## config.mk

```make
export PLATFORM = sky130hd
export DESIGN_NAME = leaf_pixel_roi_finder_core
export DESIGN_NICKNAME = d
export VERILOG_FILES = /design/src/rtl/core/lprf_pkg.sv /design/src/rtl/core/lprf_leaf_chk.sv /design/src/rtl/core/leaf_pixel_roi_finder_core.sv
export SDC_FILE = /design/constraint.sdc
export NUM_CORES = 2
export LEC_CHECK = 0
export BUFFER_PORTS_ARGS = -buffer_cell sky130_fd_sc_hd__buf_4
export CAP_MARGIN = 25
export CELL_PAD_IN_SITES_DETAIL_PLACEMENT = 0
export CELL_PAD_IN_SITES_GLOBAL_PLACEMENT = 1
export CORE_AREA = 8 8 375 377
export DETAILED_ROUTE_END_ITERATION = 16
export DIE_AREA = 0 0 383 385
export GPL_TIMING_DRIVEN = 0
export PLACE_DENSITY = 0.8
export SYNTH_ARGS = -nofsm -noshare
export SYNTH_HDL_FRONTEND = slang
export SYNTH_SLANG_ARGS = --single-unit
```

## constraint.sdc

```tcl
create_clock -name i_clk -period 8.8 [get_ports i_clk]
set_input_delay 2.2 -clock i_clk [delete_from_list [all_inputs] [get_ports i_clk]]
set_output_delay 2.2 -clock i_clk [all_outputs]
set_load 0.05 [all_outputs]
```

## src/rtl/core/lprf_pkg.sv

```systemverilog
package lprf_pkg;

    localparam int LPRF_DIM_BITS       = 12;
    localparam int LPRF_CFG_BITS       = 16;
    localparam int LPRF_TOTAL_BITS     = 16;
    localparam int LPRF_COORD_BITS_DEF = 12;
    localparam int LPRF_COUNT_BITS_DEF = 16;

    localparam logic [LPRF_DIM_BITS-1:0] LPRF_FRAME_WIDTH_RST  = 12'd320;
    localparam logic [LPRF_DIM_BITS-1:0] LPRF_FRAME_HEIGHT_RST = 12'd240;
    localparam logic [LPRF_CFG_BITS-1:0] LPRF_NO_LEAF_MIN_RST  = 16'd185;
    localparam logic [LPRF_CFG_BITS-1:0] LPRF_USABLE_MIN_RST   = 16'd553;

    localparam logic [7:0] LPRF_MAX_LO   = 8'd30;
    localparam logic [7:0] LPRF_MAX_HI   = 8'd252;
    localparam logic [7:0] LPRF_SPAN_MIN = 8'd15;

    localparam int LPRF_GROW_MIN = 16;

    typedef enum logic [1:0] {
        CFG_FRAME_WIDTH  = 2'd0,
        CFG_FRAME_HEIGHT = 2'd1,
        CFG_NO_LEAF_MIN  = 2'd2,
        CFG_USABLE_MIN   = 2'd3
    } t_cfg_idx;

    typedef enum logic [1:0] {
        CLS_NONE   = 2'd0,
        CLS_AIM    = 2'd1,
        CLS_USABLE = 2'd2
    } t_class;

endpackage

```

## src/rtl/core/lprf_leaf_chk.sv

```systemverilog
module lprf_leaf_chk
    import lprf_pkg::*;
(
    input  logic [15:0] i_word,
    output logic        o_is_leaf
);

    function automatic logic [7:0] chan5(input logic [4:0] v);
        logic [2:0] k;
        k = 3'(v >= 5'd5) + 3'(v >= 5'd9) + 3'(v >= 5'd14) + 3'(v >= 5'd18)
          + 3'(v >= 5'd23) + 3'(v >= 5'd27) + 3'(v >= 5'd31);
        return {v, 3'b000} + 8'(k);
    endfunction

    function automatic logic [7:0] chan6(input logic [5:0] v);
        logic [1:0] k;
        k = 2'(v >= 6'd21) + 2'(v >= 6'd42);
        return {v, 2'b00} + 8'(k);
    endfunction

    logic [7:0]  r8, g8, b8, mx, mn;
    logic [15:0] r, g, b;
    logic        span_ok, greenish, yellow, dark, dry;

    always_comb begin
        r8 = chan5(i_word[15:11]);
        g8 = chan6(i_word[10:5]);
        b8 = chan5(i_word[4:0]);
        r  = 16'(r8);
        g  = 16'(g8);
        b  = 16'(b8);

        mx = r8;
        mn = r8;
        if (g8 > mx) mx = g8;
        if (b8 > mx) mx = b8;
        if (g8 < mn) mn = g8;
        if (b8 < mn) mn = b8;

        span_ok = (mx >= LPRF_MAX_LO) && (mx <= LPRF_MAX_HI) && ((mx - mn) >= LPRF_SPAN_MIN);

        // The percentage tests are rewritten as exact integer cross products.
        greenish = (g8 > 8'd38) && ({g, 1'b0} > r + b + 16'd10)
                && (16'd7 * r <= 16'd10 * g + 16'd9)
                && (16'd9 * b <= 16'd10 * g + 16'd9);
        yellow   = (r8 > 8'd45) && (g8 > 8'd45) && (b8 < 8'd150)
                && (16'd55 * r <= 16'd100 * g + 16'd99)
                && (16'd55 * g <= 16'd100 * r + 16'd99);
        dark     = (g8 > 8'd35) && (16'd95 * r < 16'd100 * g)
                && (16'd105 * b < 16'd100 * g);
        dry      = (r8 > 8'd50) && (g8 > 8'd28) && (b8 < 8'd115)
                && (16'd9 * g <= 16'd10 * r + 16'd9)
                && (16'd12 * b < 16'd10 * r);

        o_is_leaf = span_ok && (greenish || yellow || dark || dry);
    end

endmodule

```

## src/rtl/core/leaf_pixel_roi_finder_core.sv

```systemverilog
// A frame-end pixel goes through the input, leaf and result stages to the output.
// Throughput: one pixel per cycle unless stalled, set by the leaf test and box update stages.
// A waiting result holds only a frame-end pixel in the leaf stage, and the input behind it.
// Reset is synchronous and active low; it loads the default frame size and thresholds
// and clears all leaf counts, so the first frame starts empty.
module leaf_pixel_roi_finder_core
    import lprf_pkg::*;
#(
    parameter int COORD_BITS = LPRF_COORD_BITS_DEF,
    parameter int COUNT_BITS = LPRF_COUNT_BITS_DEF
) (
    input  logic        i_clk,
    input  logic        i_rst_n,
    input  logic        i_s_axis_tvalid,
    output logic        o_s_axis_tready,
    // first_byte[7:0], second_byte[15:8], pixel_x[27:16], pixel_y[39:28]
    input  logic [39:0] i_s_axis_tdata,
    input  logic        i_s_axis_tlast,
    output logic        o_m_axis_tvalid,
    input  logic        i_m_axis_tready,
    // leaf_total[15:0], region_x[27:16], region_y[39:28], region_size[51:40], zeros above
    output logic [55:0] o_m_axis_tdata,
    // swapped_order[0], frame_class[2:1]
    output logic [2:0]  o_m_axis_tuser,
    input  logic        i_cfg_wr_en,
    input  logic [1:0]  i_cfg_index,
    input  logic [15:0] i_cfg_wdata
);

    localparam int DW   = LPRF_DIM_BITS;
    localparam int K    = ((COORD_BITS + 3) / 2) * 2;
    localparam int M    = ((1 << K) + 2) / 3;
    localparam int MW   = COORD_BITS + 1 + K;
    localparam int SW   = (COORD_BITS + 3 > DW + 1) ? COORD_BITS + 3 : DW + 1;
    localparam int WD   = ((COORD_BITS > DW) ? COORD_BITS : DW) + 3;
    localparam int CMPW = (COUNT_BITS > LPRF_CFG_BITS) ? COUNT_BITS : LPRF_CFG_BITS;
    localparam logic [COUNT_BITS-1:0] CNT_MAX = '1;

    typedef struct packed {
        logic                       swp;
        logic [LPRF_TOTAL_BITS-1:0] total;
        t_class                     cls;
        logic                       nz;
        logic [DW-1:0]              crop;
        logic [DW-1:0]              x0;
        logic [DW-1:0]              y0;
    } t_frm;

    // configuration
    logic [DW-1:0]            r_width, r_height;
    logic [LPRF_CFG_BITS-1:0] r_no_leaf_min, r_usable_min;

    // input and leaf test stages
    logic                  r_s0_vld, r_s0_last;
    logic [7:0]            r_s0_b0, r_s0_b1;
    logic [COORD_BITS-1:0] r_s0_x, r_s0_y;
    logic                  r_s1_vld, r_s1_last;
    logic [1:0]            r_s1_leaf;
    logic [COORD_BITS-1:0] r_s1_x, r_s1_y;
    logic                  leaf_nrm, leaf_swp;

    // per byte order accumulators, index 0 normal and 1 swapped
    logic [COUNT_BITS-1:0] r_cnt [2];
    logic [COORD_BITS-1:0] r_min_x [2], r_min_y [2], r_max_x [2], r_max_y [2];
    logic [COUNT_BITS-1:0] n_cnt [2];
    logic [COORD_BITS-1:0] n_min_x [2], n_min_y [2], n_max_x [2], n_max_y [2];
    logic                  n_swp;

    // result stages
    logic                  r_v1, r_v2, r_v3, r_v4, r_v5;
    logic                  rdy1, rdy2, rdy3, rdy4, rdy5;
    logic                  s0_rdy, s1_rdy, s1_go;
    logic                  r1_swp;
    logic [COUNT_BITS-1:0] r1_cnt;
    logic [COORD_BITS-1:0] r1_min_x, r1_min_y, r1_max_x, r1_max_y;
    t_frm                  r2_frm, r3_frm, r4_frm, n_frm;
    logic [COORD_BITS:0]   r2_side0, r3_side0, n_side0, bw, bh;
    logic [COORD_BITS-1:0] r2_cx, r2_cy, r3_cx, r3_cy, r4_cx, r4_cy, n_cx, n_cy;
    logic [COORD_BITS-1:0] r3_grow, n_grow, grow_use;
    logic [MW-1:0]         grow_prod;
    logic [DW-1:0]         r4_side, n_side;
    logic [SW-1:0]         side1, side_lo;
    logic [DW-1:0]         crop;
    logic [CMPW-1:0]       cmp_cnt;
    logic signed [WD-1:0]  t_x, t_y, lo_x, lo_y, hi_x, hi_y;
    logic                  r5_swp;
    t_class                r5_cls;
    logic [LPRF_TOTAL_BITS-1:0] r5_total;
    logic [DW-1:0]         r5_rx, r5_ry, r5_rs, n_rx, n_ry, n_rs;

    lprf_leaf_chk u_leaf_nrm (
        .i_word    ({r_s0_b0, r_s0_b1}),
        .o_is_leaf (leaf_nrm)
    );

    lprf_leaf_chk u_leaf_swp (
        .i_word    ({r_s0_b1, r_s0_b0}),
        .o_is_leaf (leaf_swp)
    );

    // handshake chain
    assign rdy5   = !r_v5 || i_m_axis_tready;
    assign rdy4   = !r_v4 || rdy5;
    assign rdy3   = !r_v3 || rdy4;
    assign rdy2   = !r_v2 || rdy3;
    assign rdy1   = !r_v1 || rdy2;
    assign s1_go  = r_s1_vld && (!r_s1_last || rdy1);
    assign s1_rdy = !r_s1_vld || s1_go;
    assign s0_rdy = !r_s0_vld || s1_rdy;

    assign o_s_axis_tready = s0_rdy;
    assign o_m_axis_tvalid = r_v5;
    assign o_m_axis_tdata  = {4'b0000, r5_rs, r5_ry, r5_rx, r5_total};
    assign o_m_axis_tuser  = {r5_cls, r5_swp};

    // accumulator update with the pixel in the leaf stage
    always_comb begin
        for (int o = 0; o < 2; o++) begin
            n_cnt[o]   = r_cnt[o];
            n_min_x[o] = r_min_x[o];
            n_min_y[o] = r_min_y[o];
            n_max_x[o] = r_max_x[o];
            n_max_y[o] = r_max_y[o];
            if (r_s1_leaf[o]) begin
                if (r_cnt[o] == '0) begin
                    n_min_x[o] = r_s1_x;
                    n_min_y[o] = r_s1_y;
                    n_max_x[o] = r_s1_x;
                    n_max_y[o] = r_s1_y;
                end else begin
                    if (r_s1_x < r_min_x[o]) n_min_x[o] = r_s1_x;
                    if (r_s1_y < r_min_y[o]) n_min_y[o] = r_s1_y;
                    if (r_s1_x > r_max_x[o]) n_max_x[o] = r_s1_x;
                    if (r_s1_y > r_max_y[o]) n_max_y[o] = r_s1_y;
                end
                if (r_cnt[o] != CNT_MAX) n_cnt[o] = r_cnt[o] + 1'b1;
            end
        end
        n_swp = n_cnt[1] > n_cnt[0];
    end

    // box geometry, crop and class
    always_comb begin
        bw      = {1'b0, r1_max_x} - {1'b0, r1_min_x} + 1'b1;
        bh      = {1'b0, r1_max_y} - {1'b0, r1_min_y} + 1'b1;
        n_side0 = (bw > bh) ? bw : bh;
        n_cx    = COORD_BITS'(({1'b0, r1_min_x} + {1'b0, r1_max_x}) >> 1);
        n_cy    = COORD_BITS'(({1'b0, r1_min_y} + {1'b0, r1_max_y}) >> 1);
        crop    = (r_width < r_height) ? r_width : r_height;
        cmp_cnt = CMPW'(r1_cnt);

        n_frm.swp   = r1_swp;
        n_frm.total = LPRF_TOTAL_BITS'(r1_cnt);
        n_frm.nz    = r1_cnt != '0;
        n_frm.crop  = crop;
        n_frm.x0    = (r_width - crop) >> 1;
        n_frm.y0    = (r_height - crop) >> 1;
        if (cmp_cnt < CMPW'(r_no_leaf_min)) begin
            n_frm.cls = CLS_NONE;
        end else if (cmp_cnt < CMPW'(r_usable_min)) begin
            n_frm.cls = CLS_AIM;
        end else begin
            n_frm.cls = CLS_USABLE;
        end
    end

    // side divided by three through a reciprocal multiply
    assign grow_prod = MW'(r2_side0) * MW'(M);
    assign n_grow    = COORD_BITS'(grow_prod >> K);

    always_comb begin
        grow_use = (r3_grow > COORD_BITS'(LPRF_GROW_MIN)) ? r3_grow
                                                          : COORD_BITS'(LPRF_GROW_MIN);
        side1    = SW'(r3_side0) + SW'(grow_use);
        side_lo  = SW'(r3_frm.crop >> 2);
        if (side1 < side_lo) side1 = side_lo;
        if (side1 > SW'(r3_frm.crop)) side1 = SW'(r3_frm.crop);
        n_side   = DW'(side1);
    end

    // corner placement inside the crop
    always_comb begin
        t_x  = $signed(WD'(r4_cx)) - $signed(WD'(r4_side >> 1));
        t_y  = $signed(WD'(r4_cy)) - $signed(WD'(r4_side >> 1));
        lo_x = $signed(WD'(r4_frm.x0));
        lo_y = $signed(WD'(r4_frm.y0));
        hi_x = lo_x + $signed(WD'(r4_frm.crop)) - $signed(WD'(r4_side));
        hi_y = lo_y + $signed(WD'(r4_frm.crop)) - $signed(WD'(r4_side));
        if (t_x < lo_x) t_x = lo_x;
        if (t_x > hi_x) t_x = hi_x;
        if (t_y < lo_y) t_y = lo_y;
        if (t_y > hi_y) t_y = hi_y;
        if (r4_frm.nz) begin
            n_rx = t_x[DW-1:0];
            n_ry = t_y[DW-1:0];
            n_rs = r4_side;
        end else begin
            n_rx = r4_frm.x0;
            n_ry = r4_frm.y0;
            n_rs = r4_frm.crop;
        end
    end

    // control state
    always_ff @(posedge i_clk) begin
        if (!i_rst_n) begin
            r_width       <= LPRF_FRAME_WIDTH_RST;
            r_height      <= LPRF_FRAME_HEIGHT_RST;
            r_no_leaf_min <= LPRF_NO_LEAF_MIN_RST;
            r_usable_min  <= LPRF_USABLE_MIN_RST;
            r_s0_vld      <= 1'b0;
            r_s1_vld      <= 1'b0;
            r_cnt[0]      <= '0;
            r_cnt[1]      <= '0;
            r_v1          <= 1'b0;
            r_v2          <= 1'b0;
            r_v3          <= 1'b0;
            r_v4          <= 1'b0;
            r_v5          <= 1'b0;
        end else begin
            if (i_cfg_wr_en) begin
                case (t_cfg_idx'(i_cfg_index))
                    CFG_FRAME_WIDTH:  r_width       <= i_cfg_wdata[DW-1:0];
                    CFG_FRAME_HEIGHT: r_height      <= i_cfg_wdata[DW-1:0];
                    CFG_NO_LEAF_MIN:  r_no_leaf_min <= i_cfg_wdata;
                    CFG_USABLE_MIN:   r_usable_min  <= i_cfg_wdata;
                    default: ;
                endcase
            end
            if (s0_rdy) r_s0_vld <= i_s_axis_tvalid;
            if (s1_rdy) r_s1_vld <= r_s0_vld;
            if (s1_go) begin
                if (r_s1_last) begin
                    r_cnt[0] <= '0;
                    r_cnt[1] <= '0;
                end else begin
                    r_cnt[0] <= n_cnt[0];
                    r_cnt[1] <= n_cnt[1];
                end
            end
            if (rdy1) r_v1 <= r_s1_vld && r_s1_last;
            if (rdy2) r_v2 <= r_v1;
            if (rdy3) r_v3 <= r_v2;
            if (rdy4) r_v4 <= r_v3;
            if (rdy5) r_v5 <= r_v4;
        end
    end

    // payload
    always_ff @(posedge i_clk) begin
        if (s0_rdy) begin
            r_s0_b0   <= i_s_axis_tdata[7:0];
            r_s0_b1   <= i_s_axis_tdata[15:8];
            r_s0_x    <= COORD_BITS'(i_s_axis_tdata[27:16]);
            r_s0_y    <= COORD_BITS'(i_s_axis_tdata[39:28]);
            r_s0_last <= i_s_axis_tlast;
        end
        if (s1_rdy) begin
            r_s1_leaf <= {leaf_swp, leaf_nrm};
            r_s1_x    <= r_s0_x;
            r_s1_y    <= r_s0_y;
            r_s1_last <= r_s0_last;
        end
        if (s1_go) begin
            for (int o = 0; o < 2; o++) begin
                r_min_x[o] <= n_min_x[o];
                r_min_y[o] <= n_min_y[o];
                r_max_x[o] <= n_max_x[o];
                r_max_y[o] <= n_max_y[o];
            end
        end
        if (rdy1) begin
            r1_swp   <= n_swp;
            r1_cnt   <= n_swp ? n_cnt[1] : n_cnt[0];
            r1_min_x <= n_swp ? n_min_x[1] : n_min_x[0];
            r1_min_y <= n_swp ? n_min_y[1] : n_min_y[0];
            r1_max_x <= n_swp ? n_max_x[1] : n_max_x[0];
            r1_max_y <= n_swp ? n_max_y[1] : n_max_y[0];
        end
        if (rdy2) begin
            r2_frm   <= n_frm;
            r2_side0 <= n_side0;
            r2_cx    <= n_cx;
            r2_cy    <= n_cy;
        end
        if (rdy3) begin
            r3_frm   <= r2_frm;
            r3_side0 <= r2_side0;
            r3_grow  <= n_grow;
            r3_cx    <= r2_cx;
            r3_cy    <= r2_cy;
        end
        if (rdy4) begin
            r4_frm  <= r3_frm;
            r4_side <= n_side;
            r4_cx   <= r3_cx;
            r4_cy   <= r3_cy;
        end
        if (rdy5) begin
            r5_swp   <= r4_frm.swp;
            r5_total <= r4_frm.total;
            r5_cls   <= r4_frm.cls;
            r5_rx    <= n_rx;
            r5_ry    <= n_ry;
            r5_rs    <= n_rs;
        end
    end

    // A frame end that cannot enter the result stages must leave the counts untouched.
    a_stall_holds_counts: assert property (@(posedge i_clk) disable iff (!i_rst_n)
        (r_s1_vld && r_s1_last && !rdy1) |=> ($stable(r_cnt[0]) && $stable(r_cnt[1])))
        else $error("counts changed while a frame end was stalled");

    // Once a frame end is taken, both byte orders start the next frame empty.
    a_clear_after_frame: assert property (@(posedge i_clk) disable iff (!i_rst_n)
        (s1_go && r_s1_last) |=> (r_cnt[0] == '0 && r_cnt[1] == '0))
        else $error("counts not cleared after frame end");

    // The first register must not drop a pixel while the leaf stage is blocked.
    a_input_held: assert property (@(posedge i_clk) disable iff (!i_rst_n)
        (r_s0_vld && !s1_rdy) |=> r_s0_vld)
        else $error("input register lost a pixel");

    a_class_code: assert property (@(posedge i_clk) disable iff (!i_rst_n)
        r_v5 |-> (r5_cls == CLS_NONE || r5_cls == CLS_AIM || r5_cls == CLS_USABLE))
        else $error("reserved frame class on output");

endmodule
```

==> impl_results.md <==
* Die ar. at 147000 sq um
* Clock skew at 0.0553 ns
* Initial antenna violation count at 2
* Global route overflow at 0
* CTS Buf Count at 75
* Initial Utilization at 0.467
* Clock Latency Late Sink at 0.66 ns
* Aggregate routed wire length at 174000 um
* Failing checks: negative setup slack
* DR WL met3 at 11500 um
* Period utilization at 1.06
* Die X at 383 um
* ANT cells at 0
* Yosys cell types at 98
* Fillers at 11800
* Vias in the first global route at 46101
* Mapped Cells at 6241
* RSZ-0062 raised after global routing: yes
* Max incr delay on CP at 0.70 ns
* Worst-case clock buffer depth at 3
* Worst-path clk slew at 0.06 ns
* Htree depth at 3
* Primary FF master, synth: edfxtp_1
* Dpl cells at 8183
* First-pass GRT wire length at 267000 um
* Post-synth EDFFs at 600
* Residual DRC at 0
* Final hold vios at 0
* Synth top area cells: edfxtp_1 (29%), ha_1 (24%), fa_1 (7.5%)
* Highest routed layer: met4
* Post-route ant nets at 0
* Via Count at 46788
* CP bufs+invs at 6
* Clk root buf: clkbuf_16
* Critical Setup Path Class: reg -> reg
* Data arrival, critical path at 9.64 ns
* CTS Hold Buffers Added at 0
* Layout cell share with drive strength beyond 1 at 0.125
* Type of destination of the critical path: flop
* I/O Buffers at 120
* Final Critical Period at 9.30 ns
* Final net count at 8144
* Max-slew violation count at 0
* Core area at 135000 sq um
* Ports at 125
* Outcome: finished, violations left
* Final WS setup at -0.503 ns
* CP max FO at 10
* Dpl cell area at 67100 sq um
* Placer Congestion at 0.904
* DIE HEIGHT at 385 um
* Max Fclk at 107 MHz
* DR pass1 iterations at 6
* Largest net degree at the start of global routing at 76
* Area of the mapped netlist at 62900 sq um
* Non-filler cells, final at 8481
* Async set or reset register ratio after synthesis at 0
* Area added between synthesis and finish at 14.6%
* Initial DRC Count at 3362
* WL met2 at 76000 um
* Most frequent cells in the layout: ha_1 (1168), inv_1 (947), edfxtp_1 (600)
* DR WL/cell at 20.5 um
* Hpwl dp at 136000 um
* Yosys warns at 0
* Worst slew pin tran at 0.856 ns
* Final Setup Violations at 2
* Area leader, netlist: edfxtp_1
* CTS tree: built
* Crit start category: flop
* Worst path top cell family by delay: adder cells
* Total global routing track utilization at 0.231
* Most used cell, CP: fa_1
* Cell row count at 135
* Syn_area_per_cell at 10.1 sq um
* Hold/Removal Path Class: reg -> reg
* Rel. slew slack at 0.425
* Clk sinks at 663
* Fraction of synthesized cell area taken by the top area cell type at 0.287
* Final Instance Area at 72100 sq um
* Slowest CP cell: fa_2
* Sequential-to-total area share from yosys stat at 0.307
* Metal-1 WL at 81300 um
* Most common cell after layout, fill and taps aside: ha_1
* #FFs+latches synth at 663
* Data required, critical path at 9.14 ns
* DR vias/cell at 5.52
* MaxCap Viol Count at 0
[logic make-up (layout without fill, tap and decap cells)]
logic type,Yosys count,count (layout),synth area share
other cells,1,4,0.0000596
xor+xnor,400,400,0.0560
fa+ha+maj,1442,1442,0.315
flops,663,663,0.307
buf+inv,1078,1534,0.0648
mux,211,211,0.0365
simple gates,1155,1155,0.0891
compound gates,1291,1291,0.132
[metal layers]
metal / track usage / vias to the layer above
li1: - / 22715
met1: 0.328 / 22458
met2: 0.365 / 1329
met3: 0.0342 / 286
met4: 0.0655 / 0
met5: 0 / -
[what timing repair did]
| action | 4_1_cts | 5_1_grt |
|---|---|---|
| endpoints found under the setup margin | 2 | 2 |
| buffers inserted | 96 | 69 |
| gates cloned | 0 | 1 |
| pin swaps | 57 | 52 |
| resized for setup | 157 | 148 |
[through the flow]
step / util / hold slack [ns] / TNS, ns / setup slack, ns
2_1_floorplan: - / 0.400 / -0.0433 / -0.0433
3_3_place_gp: 0.491 / 0.400 / -44.52 / -3.87
3_5_place_dp: 0.499 / 0.405 / -5.58 / -2.86
4_1_cts: 0.528 / 0.387 / -0.909 / -0.457
5_1_grt: 0.535 / 0.396 / -0.917 / -0.709
6_report: 0.535 / 0.395 / -0.622 / -0.503
[worst paths after layout]
check / cells after the start / to / startpoint / slack, ns
setup / recovery: 34 / r_s1_leaf[1] / r_s0_b1[7] / -0.50
hold / removal: 0 / r3_cy[1] / r2_cy[1] / 0.40
setup reg to reg: 34 / r_s1_leaf[1] / r_s0_b1[7] / -0.50
hold reg to reg: 0 / r3_cy[1] / r2_cy[1] / 0.40
[final cells by class]
type / instances / area (sq um) / share of cell area
Multi-Input combinational cell: 4503 / 40600 / 0.563
Sequential cell: 663 / 19300 / 0.267
Inverter: 982 / 3820 / 0.0530
Timing Repair Buffer: 321 / 3130 / 0.0435
Tap cell: 1781 / 2230 / 0.0309
Clock buffer: 89 / 1960 / 0.0272
Clock inverter: 47 / 564 / 0.00783
Buffer: 95 / 522 / 0.00724
[state kept, by name (all words and copies together), names as in the netlist, 13 cells and up]
register,cells
r2_frm,54
r3_frm,54
r4_frm,32
r_cnt,32
r_max_x,24
r_max_y,24
r_min_x,24
r_min_y,24
cmp_cnt,16
r5_total,16
r_no_leaf_min,16
r_usable_min,16
r2_side0,13
r3_side0,13
[Yosys cell counts, types with 64 or more instances]
cell type	instances
mux2i_1	76
nor3_1	64
nor2b_1	67
edfxtp_1	600
nor2_1	291
xnor2_1	273
clkbuf_1	80
o21ai_0	293
mux2_2	134
nand2_1	318
nand3_1	99
a21oi_1	371
fa_1	234
a21o_1	164
o21a_1	87
ha_1	1205
inv_1	975
nand4_1	74
o21bai_1	76
xor2_1	125
nand2b_1	76
[worst register-to-register path: cells and delay by family (launching register included)]
| family | cells | cell delay [ns] |
|---|---|---|
| compound gates | 11 | 2.37 |
| flops | 1 | 0.44 |
| simple gates | 10 | 1.66 |
| buf+inv | 6 | 1.64 |
| fa+ha+maj | 7 | 2.88 |
Power is left out: the tool's default activity adds up to more than one toggle a clock period on the data nets, which glitch-free logic cannot reach.
